File: src/rtl/life_row_generation_step_assert.svh
// ----------------------------------------------------------------------------
// life_row_generation_step_assert.svh
// assertion macros shared by the life row generation rtl
// ----------------------------------------------------------------------------
`ifndef LIFE_ROW_GENERATION_STEP_ASSERT_SVH
`define LIFE_ROW_GENERATION_STEP_ASSERT_SVH

// same-cycle implication, disabled while reset is low
`define LRGS_ASSERT_NOW(label, clk, rst_n, ante, cons) \
    label: assert property (@(posedge clk) disable iff (!(rst_n)) (ante) |-> (cons)) \
        else $error("lrgs assertion failed");

// next-cycle implication, disabled while reset is low
`define LRGS_ASSERT_NEXT(label, clk, rst_n, ante, cons) \
    label: assert property (@(posedge clk) disable iff (!(rst_n)) (ante) |=> (cons)) \
        else $error("lrgs assertion failed");

`endif

File: src/rtl/lrgs_pkg.sv
// ----------------------------------------------------------------------------
// lrgs_pkg
// widths, rule constants and shared types of the life row generation block
// ----------------------------------------------------------------------------
`default_nettype none

package lrgs_pkg;

    localparam int ROW_W      = 64;
    localparam int IDX_W      = 6;
    localparam int SIZE_W     = 7;
    localparam int DATA_W     = 32;
    localparam int ADDR_W     = 3;

    localparam logic [SIZE_W-1:0] MIN_SIZE  = 7'd3;
    localparam logic [SIZE_W-1:0] RESET_SIZE = 7'd64;

    // neighbor counts of the life rule
    localparam logic [3:0] BIRTH_COUNT   = 4'd3;
    localparam logic [3:0] SURVIVE_COUNT = 4'd2;

    // register index carried in paddr[2]
    localparam logic REG_GRID_SIZE = 1'b0;

    // result queue
    localparam int FIFO_DEPTH = 4;
    localparam int PTR_W      = 2;
    localparam int CNT_W      = 3;
    localparam int MAX_PUSH   = 3;

    typedef logic [ROW_W-1:0] t_row;

    typedef struct packed {
        t_row up;
        t_row mid;
        t_row down;
    } t_rows;

    typedef struct packed {
        logic [IDX_W-1:0] idx;
        t_row             cells;
        logic             done;
    } t_result;

endpackage

`default_nettype wire

File: src/rtl/life_row_generation_step.sv
// ----------------------------------------------------------------------------
// life_row_generation_step
// a result is written into the result queue as its row transaction is accepted
// throughput: one row per cycle when not stalled, set by three parallel row engines
// the final row yields three results through a four-entry result queue, so the
// input stalls until at most one entry is left; rows 0 and 1 yield no result
// reset (synchronous, active low): grid_size 64, row counter and stored rows
// cleared, result queue empty; no clearing pass
// ----------------------------------------------------------------------------
`default_nettype none

module life_row_generation_step #(
    parameter int MAX_SIZE = 64
) (
    input  wire logic                          i_clk,
    input  wire logic                          i_rst_n,
    // configuration
    input  wire logic                          psel,
    input  wire logic                          penable,
    input  wire logic                          pwrite,
    input  wire logic [lrgs_pkg::ADDR_W-1:0]   paddr,
    input  wire logic [lrgs_pkg::DATA_W-1:0]   pwdata,
    output logic      [lrgs_pkg::DATA_W-1:0]   prdata,
    output logic                               pready,
    // row input
    input  wire logic                          i_in_valid,
    output logic                               o_in_stall,
    input  wire logic [lrgs_pkg::ROW_W-1:0]    i_row_cells,
    // result output
    output logic                               o_out_valid,
    input  wire logic                          i_out_stall,
    output logic      [lrgs_pkg::IDX_W-1:0]    o_out_row_index,
    output logic      [lrgs_pkg::ROW_W-1:0]    o_out_row_cells,
    output logic                               o_frame_done
);
    import lrgs_pkg::*;

    logic [SIZE_W-1:0] r_grid_size;
    t_row              r_first, r_second, r_older, r_newer;
    logic [SIZE_W-1:0] r_row_counter, n_row_counter;
    t_result           r_fifo [FIFO_DEPTH];
    logic [PTR_W-1:0]  r_rd_ptr;
    logic [CNT_W-1:0]  r_count, n_count;

    logic [SIZE_W-1:0] w_size;
    t_row              w_mask, w_row;
    logic              w_in_acc, w_out_acc, w_cfg_wr;
    logic              w_final, w_emit;
    logic [1:0]        w_push_cnt;
    logic [PTR_W-1:0]  w_wr_ptr;
    t_rows             w_rows_a, w_rows_b, w_rows_c;
    t_row              w_next_a, w_next_b, w_next_c;
    t_result           w_push [MAX_PUSH];

    // configuration port
    assign pready   = 1'b1;
    assign w_cfg_wr = psel && penable && pwrite && pready && (paddr[2] == REG_GRID_SIZE);
    assign prdata   = (paddr[2] == REG_GRID_SIZE) ? DATA_W'(r_grid_size) : '0;

    always_ff @(posedge i_clk) begin
        if (!i_rst_n) begin
            r_grid_size <= RESET_SIZE;
        end else if (w_cfg_wr) begin
            r_grid_size <= pwdata[SIZE_W-1:0];
        end
    end

    // effective size clamped to the supported range
    always_comb begin
        if (r_grid_size < MIN_SIZE) begin
            w_size = MIN_SIZE;
        end else if (r_grid_size > SIZE_W'(MAX_SIZE)) begin
            w_size = SIZE_W'(MAX_SIZE);
        end else begin
            w_size = r_grid_size;
        end
    end

    always_comb begin
        for (int c = 0; c < ROW_W; c++) begin
            w_mask[c] = (SIZE_W'(c) < w_size);
        end
    end

    assign w_row = i_row_cells & w_mask;

    // handshakes
    assign o_in_stall  = (r_count > CNT_W'(FIFO_DEPTH - MAX_PUSH));
    assign w_in_acc    = i_in_valid && !o_in_stall;
    assign o_out_valid = (r_count != '0);
    assign w_out_acc   = o_out_valid && !i_out_stall;

    assign w_emit  = (r_row_counter >= 7'd2);
    assign w_final = w_emit && (r_row_counter >= (w_size - 7'd1));

    // three row engines: regular row, wrapped last row, row 0
    assign w_rows_a = '{up: r_older, mid: r_newer, down: w_row};
    assign w_rows_b = '{up: r_newer, mid: w_row, down: r_first};
    assign w_rows_c = '{up: w_row, mid: r_first, down: r_second};

    lrgs_row_engine #(.MAX_SIZE(MAX_SIZE)) u_engine_a (
        .i_rows (w_rows_a), .i_size (w_size), .o_next (w_next_a)
    );
    lrgs_row_engine #(.MAX_SIZE(MAX_SIZE)) u_engine_b (
        .i_rows (w_rows_b), .i_size (w_size), .o_next (w_next_b)
    );
    lrgs_row_engine #(.MAX_SIZE(MAX_SIZE)) u_engine_c (
        .i_rows (w_rows_c), .i_size (w_size), .o_next (w_next_c)
    );

    always_comb begin
        w_push[0] = '{idx: IDX_W'(r_row_counter - 7'd1), cells: w_next_a, done: 1'b0};
        w_push[1] = '{idx: r_row_counter[IDX_W-1:0], cells: w_next_b, done: 1'b0};
        w_push[2] = '{idx: '0, cells: w_next_c, done: 1'b1};
        priority if (!w_in_acc || !w_emit) begin
            w_push_cnt = 2'd0;
        end else if (w_final) begin
            w_push_cnt = 2'd3;
        end else begin
            w_push_cnt = 2'd1;
        end
    end

    // row state
    assign n_row_counter = w_final ? '0 : r_row_counter + 7'd1;

    always_ff @(posedge i_clk) begin
        if (!i_rst_n) begin
            r_first       <= '0;
            r_second      <= '0;
            r_older       <= '0;
            r_newer       <= '0;
            r_row_counter <= '0;
        end else if (w_in_acc) begin
            if (r_row_counter == 7'd0) begin
                r_first <= w_row;
            end
            if (r_row_counter == 7'd1) begin
                r_second <= w_row;
            end
            r_older       <= r_newer;
            r_newer       <= w_row;
            r_row_counter <= n_row_counter;
        end
    end

    // result queue
    assign w_wr_ptr = r_rd_ptr + r_count[PTR_W-1:0];

    always_ff @(posedge i_clk) begin
        for (int k = 0; k < MAX_PUSH; k++) begin
            if (2'(k) < w_push_cnt) begin
                r_fifo[PTR_W'(w_wr_ptr + PTR_W'(k))] <= w_push[k];
            end
        end
    end

    assign n_count = r_count + CNT_W'(w_push_cnt) - CNT_W'(w_out_acc);

    always_ff @(posedge i_clk) begin
        if (!i_rst_n) begin
            r_rd_ptr <= '0;
            r_count  <= '0;
        end else begin
            if (w_out_acc) begin
                r_rd_ptr <= r_rd_ptr + PTR_W'(1);
            end
            r_count <= n_count;
        end
    end

    assign o_out_row_index = r_fifo[r_rd_ptr].idx;
    assign o_out_row_cells = r_fifo[r_rd_ptr].cells;
    assign o_frame_done    = r_fifo[r_rd_ptr].done;

`include "life_row_generation_step_assert.svh"

    `LRGS_ASSERT_NOW(a_queue_bound, i_clk, i_rst_n, 1'b1, r_count <= CNT_W'(FIFO_DEPTH))
    `LRGS_ASSERT_NEXT(a_final_wraps, i_clk, i_rst_n, w_in_acc && w_final, r_row_counter == 7'd0)
    `LRGS_ASSERT_NEXT(a_no_push_early, i_clk, i_rst_n, w_in_acc && !w_emit, r_count == ($past(w_out_acc) ? $past(r_count) - 3'd1 : $past(r_count)))
    `LRGS_ASSERT_NEXT(a_final_push, i_clk, i_rst_n, w_in_acc && w_final && !w_out_acc, r_count == $past(r_count) + 3'd3)

endmodule

`default_nettype wire

File: src/rtl/lrgs_cell.sv
// ----------------------------------------------------------------------------
// lrgs_cell
// one lane: counts the eight neighbors of a cell and applies the life rule
// ----------------------------------------------------------------------------
`default_nettype none

module lrgs_cell (
    input  wire logic [2:0] i_up,
    input  wire logic [2:0] i_mid,
    input  wire logic [2:0] i_down,
    output logic            o_alive
);
    import lrgs_pkg::*;

    logic [3:0] w_count;

    // bit 0 left, bit 1 center, bit 2 right
    assign w_count = 4'(i_up[0]) + 4'(i_up[1]) + 4'(i_up[2])
                   + 4'(i_mid[0]) + 4'(i_mid[2])
                   + 4'(i_down[0]) + 4'(i_down[1]) + 4'(i_down[2]);

    assign o_alive = (w_count == BIRTH_COUNT) || ((w_count == SURVIVE_COUNT) && i_mid[1]);

endmodule

`default_nettype wire

File: src/rtl/lrgs_row_engine.sv
// ----------------------------------------------------------------------------
// lrgs_row_engine
// one lane per column on three rows, merged into the next-generation row
// ----------------------------------------------------------------------------
`default_nettype none

module lrgs_row_engine #(
    parameter int MAX_SIZE = 64
) (
    input  wire lrgs_pkg::t_rows            i_rows,
    input  wire logic [lrgs_pkg::SIZE_W-1:0] i_size,
    output lrgs_pkg::t_row                   o_next
);
    import lrgs_pkg::*;

    // neighbor to the left of each column, column 0 wraps to size-1
    function automatic t_row left_nb(t_row row, logic [SIZE_W-1:0] n);
        logic [IDX_W-1:0] last;
        last = IDX_W'(n - SIZE_W'(1));
        return {row[ROW_W-2:0], row[last]};
    endfunction

    // neighbor to the right of each column, column size-1 wraps to 0
    function automatic t_row right_nb(t_row row, logic [SIZE_W-1:0] n);
        t_row             res;
        logic [IDX_W-1:0] last;
        last      = IDX_W'(n - SIZE_W'(1));
        res       = {1'b0, row[ROW_W-1:1]};
        res[last] = row[0];
        return res;
    endfunction

    t_row w_up_l, w_up_r, w_mid_l, w_mid_r, w_down_l, w_down_r;
    t_row w_alive;

    assign w_up_l   = left_nb(i_rows.up, i_size);
    assign w_up_r   = right_nb(i_rows.up, i_size);
    assign w_mid_l  = left_nb(i_rows.mid, i_size);
    assign w_mid_r  = right_nb(i_rows.mid, i_size);
    assign w_down_l = left_nb(i_rows.down, i_size);
    assign w_down_r = right_nb(i_rows.down, i_size);

    for (genvar c = 0; c < ROW_W; c++) begin : g_lane
        if (c < MAX_SIZE) begin : g_on
            lrgs_cell u_cell (
                .i_up    ({w_up_r[c], i_rows.up[c], w_up_l[c]}),
                .i_mid   ({w_mid_r[c], i_rows.mid[c], w_mid_l[c]}),
                .i_down  ({w_down_r[c], i_rows.down[c], w_down_l[c]}),
                .o_alive (w_alive[c])
            );
        end else begin : g_off
            assign w_alive[c] = 1'b0;
        end
        // merge: columns at or past the size are dead
        assign o_next[c] = w_alive[c] & (SIZE_W'(c) < i_size);
    end

endmodule

`default_nettype wire

File: config.mk
export PLATFORM = sky130hd
export DESIGN_NAME = life_row_generation_step
export DESIGN_NICKNAME = d
export VERILOG_FILES = /design/src/rtl/lrgs_pkg.sv /design/src/rtl/life_row_generation_step.sv /design/src/rtl/lrgs_cell.sv /design/src/rtl/lrgs_row_engine.sv
export VERILOG_INCLUDE_DIRS = /design/src /design/src/rtl
export SDC_FILE = /design/constraint.sdc
export NUM_CORES = 2
export LEC_CHECK = 0
export ABC_AREA = 0
export BUFFER_PORTS_ARGS = -buffer_cell sky130_fd_sc_hd__buf_2
export CAP_MARGIN = 20
export CELL_PAD_IN_SITES_DETAIL_PLACEMENT = 1
export CELL_PAD_IN_SITES_GLOBAL_PLACEMENT = 1
export CORE_AREA = 2 2 403 405
export DETAILED_ROUTE_END_ITERATION = 7
export DIE_AREA = 0 0 405 407
export GPL_ROUTABILITY_DRIVEN = 0
export PLACE_DENSITY_LB_ADDON = 0.1
export SYNTH_ARGS = -nofsm -noshare
export SYNTH_HDL_FRONTEND = slang
export SYNTH_SLANG_ARGS = --single-unit
File: constraint.sdc
create_clock -name i_clk -period 22.1 [get_ports i_clk]
set_input_delay 2.21 -clock i_clk [delete_from_list [all_inputs] [get_ports i_clk]]
set_output_delay 2.21 -clock i_clk [all_outputs]
set_load 0.1 [all_outputs]
==> run metrics <==
status=complete, no violations; proportion of layout cells with a drive suffix above 1=0.0887; register area share after synthesis=0.206; CP Class=reg -> reg; Starting Density=0.418; number of buffers added by the clock tree synthesis step=82; number of antenna violations at the first check in global routing=10; part of the total power dissipated in the clock network=0.203; Relative slew margins=0.151; most frequent CP cell=sky130_fd_sc_hd__buf_4; slowest CP cell=sky130_fd_sc_hd__a211oi_1; via count of the first global-routing pass=58142; Num Clock Sinks=561; cell class contributing the biggest share of worst-path delay=buffers and inverters; clock tree root driver cell=sky130_fd_sc_hd__clkbuf_16; critical path arrival=9.19 ns; total routing usage reported by global routing=0.304; endpoints failing setup=0; synth warn=0; cell leakage power=0.0350 uW; post-detailed-routing wire length=248000 um; Syn Area/Cell=9.39 um2; # hold bufs at CTS=0; post-layout instance area=0.0730 mm2; final setup skew=0.0339 ns; smallest hold slack=0.459 ns; Synth Flop Type=sky130_fd_sc_hd__dfxtp_1; count of antenna-violating nets left after detailed routing=0; maximum capacitance violations=0; overall die height=407 um; mean routed wirelength per cell=26.4 um; combinational power share=0.585; count of routing violations after the opening detailed-route iteration=3651; asr flop ratio synth=0; post-DR vias/cell=5.74; filler instances=18223; min cycle time layout=8.65 ns; count of cell types in the netlist=78; ordered list of cells on the worst path=buf_4, inv_2, o21a_2, buf_4, ha_4, buf_4, buf_4, nor2_1, buf_4, a221oi_1, o32ai_1, a211oi_1, o2bb2ai_1, or4b_1, fa_1, fa_1, fa_1, fa_1, nor2_1, nand3_1, a221oi_1, mux2i_1, mux2i_1; path category of the worst min-delay check=reg -> reg; TritonCTS clock tree=yes; clock slew at reported path FFs=0.06 ns; Floorplan Core Area=0.160 mm2; Pre-antenna DRT Iters=5; worst-path maximum fanout=46; number of flops mapped to enable cells by yosys=256; final clock period utilization by the worst path=0.392; signed area change from the synthesized netlist to the final layout=9.03%; horizontal extent of the die=405 um; leading cell type in the layout, fill and taps excluded=sky130_fd_sc_hd__inv_1; instance area at placement=0.0700 mm2; setup bufs post-CTS=0; Max H-tree Level=3; Post-Synthesis Cells=7127; number of storage elements in the synthesis netlist=561; detailed placer's ending HPWL=185000 um; biggest cell delay along the critical path=0.78 ns; cell-internal power=3700 uW; leftover overflow at the end of global routing=0; Core Rows=147; number of nets in the layout=8663; Tightest Pin Transition=1.27 ns; power per cell area=97.7 mW/mm2; buffering stage count on the worst path with inverters included=6; final count of pins violating max slew=0; Port-buffer cells=158; worst supply voltage drop on vdd=0.112 mV; Setup crit end kind=flop; Boundary Pins=212; most used cells in the layout excluding fill and tap cells=sky130_fd_sc_hd__inv_1 (1276), sky130_fd_sc_hd__nand2_1 (774), sky130_fd_sc_hd__fa_1 (769), sky130_fd_sc_hd__mux2i_1 (607), sky130_fd_sc_hd__ha_1 (593); largest net degree at the start of global routing=109; number of gates given a new drive strength after cts=0; Synth Cell Area=0.0669 mm2; global-route wire length before repair=373000 um; Total Die Area=0.165 mm2; total net switching power=3430 uW; sequential group share of total power=0.212; Worst Path Required=22.63 ns; routed via count=54094; Switching Share=0.482; final routed DRC violation total=0; count of endpoints failing hold in the final timing report=0; clock latency on the worst-skew pair=0.71 ns; achievable clock frequency=116 MHz; aggregate negative setup slack=0 ns; unrepaired setup endpoints after global routing=false; Max Buffers Root-to-Sink=3; kind of start point of the critical path=flop
## cell type report
class	instances	area, um2	area share
multi-input cells	4989	47100	0.646
flip-flops and latches	561	13800	0.189
inverters	1285	4820	0.0661
well taps	2160	2700	0.0370
clock buffers	103	2300	0.0315
repair buffers	275	1650	0.0226
clock inverters	48	561	0.00768
diodes	2	5.00	0.0000686
## synthesized netlist by cell type, types with 12 or more instances
cell	instances	area [um2]
sky130_fd_sc_hd__inv_1	1276	4790
sky130_fd_sc_hd__nand2_1	776	2910
sky130_fd_sc_hd__fa_1	769	15400
sky130_fd_sc_hd__mux2i_1	607	6080
sky130_fd_sc_hd__ha_1	594	7430
sky130_fd_sc_hd__o21ai_0	379	1900
sky130_fd_sc_hd__nor2_1	349	1310
sky130_fd_sc_hd__dfxtp_1	305	6110
sky130_fd_sc_hd__edfxtp_1	256	7690
sky130_fd_sc_hd__a21oi_1	204	1020
sky130_fd_sc_hd__clkbuf_1	164	616
sky130_fd_sc_hd__and2_1	157	982
sky130_fd_sc_hd__a2111oi_0	135	1180
sky130_fd_sc_hd__a21boi_0	116	871
sky130_fd_sc_hd__nor4_1	113	707
sky130_fd_sc_hd__buf_2	99	495
sky130_fd_sc_hd__mux4_2	89	2000
sky130_fd_sc_hd__nor2b_1	85	532
sky130_fd_sc_hd__a31oi_1	82	513
sky130_fd_sc_hd__or4_1	66	495
sky130_fd_sc_hd__mux2_2	54	608
sky130_fd_sc_hd__nand2b_1	44	275
sky130_fd_sc_hd__buf_4	37	278
sky130_fd_sc_hd__nand3_1	36	180
sky130_fd_sc_hd__o22ai_1	27	169
sky130_fd_sc_hd__nor2_2	25	156
sky130_fd_sc_hd__o221ai_1	24	210
sky130_fd_sc_hd__o211ai_1	21	158
sky130_fd_sc_hd__o21a_1	21	158
sky130_fd_sc_hd__nor3_1	20	100
sky130_fd_sc_hd__buf_1	14	52.6
sky130_fd_sc_hd__a211oi_1	13	97.6
sky130_fd_sc_hd__a22oi_1	12	90.1
sky130_fd_sc_hd__nor2_4	12	135
## power by group through the flow
stage | Combinational [uW] | Clock [uW] | Sequential [uW]
3_3_place_gp | 3940 | 0 | 1530
5_1_grt | 4720 | 1510 | 1530
4_1_cts | 4190 | 1480 | 1510
6_report | 4170 | 1450 | 1510
3_5_place_dp | 4160 | 0 | 1540
2_1_floorplan | 3120 | 0 | 1420
## worst reg2reg max path: cells and delay by family (launching register included)
kind                       cells  cell delay, ns
buffers and inverters          6            2.56
adders and majority gates      5            2.12
DFF                            1            0.31
and+or+nand+nor                4            0.93
AOI/OAI and AO/OA              6            2.25
muxes                          2            0.34
## layer usage
metal / wire length, um / global-route usage / part of all wire / vias to the layer above
li1: - / - / - / 24086
met1: 108000 / 0.398 / 0.43 / 28211
met2: 117000 / 0.508 / 0.47 / 1333
met3: 13100 / 0.0409 / 0.053 / 458
met4: 10400 / 0.118 / 0.042 / 6
met5: 38 / 0 / 0.00015 / -
## metrics by stage
| step | std cells | util | setup slack (ns) | power, uW |
|---|---|---|---|---|
| detailed placement | 9262 | 0.437 | 13.23 | 5700 |
| global placement | 9260 | 0.437 | 13.35 | 5470 |
| CTS | 9413 | 0.455 | 13.19 | 7180 |
| floorplan | 7151 | - | 13.10 | 4540 |
| finish | 9423 | 0.455 | 13.45 | 7130 |
| global route | 9422 | 0.455 | 13.22 | 7760 |
## state kept, by name, indices dropped and copies added (netlist names), named ones only
register	count
r_count	3
r_fifo	284
r_first	64
r_grid_size	7
r_newer	64
r_older	64
r_rd_ptr	2
r_row_counter	7
r_second	64
## path summary, 6_finish.rpt
check	start	endpoint	slack, ns	cells past startpoint
setup reg to reg	r_grid_size[6]	r_fifo[1][1]	13.45	23
setup / recovery	r_grid_size[6]	r_fifo[1][1]	13.45	23
hold reg to reg	r_fifo[2][0]	r_fifo[2][0]	0.46	2
hold / removal	r_fifo[2][0]	r_fifo[2][0]	0.46	2
## cells by family after synthesis
kind of cell             count (synthesis)  share of synthesized area
flip-flops                             561                      0.206
AND/OR/NAND/NOR                       1734                      0.122
other                                    2                   0.000112
buffers and inverters                 1601                     0.0940
XOR/XNOR                                16                    0.00237
adder cells (fa/ha/maj)               1363                      0.341
AO/OA/AOI/OAI                         1097                      0.104
multiplexers                           753                      0.130
Note: power is estimated with default switching activity, not from simulation.
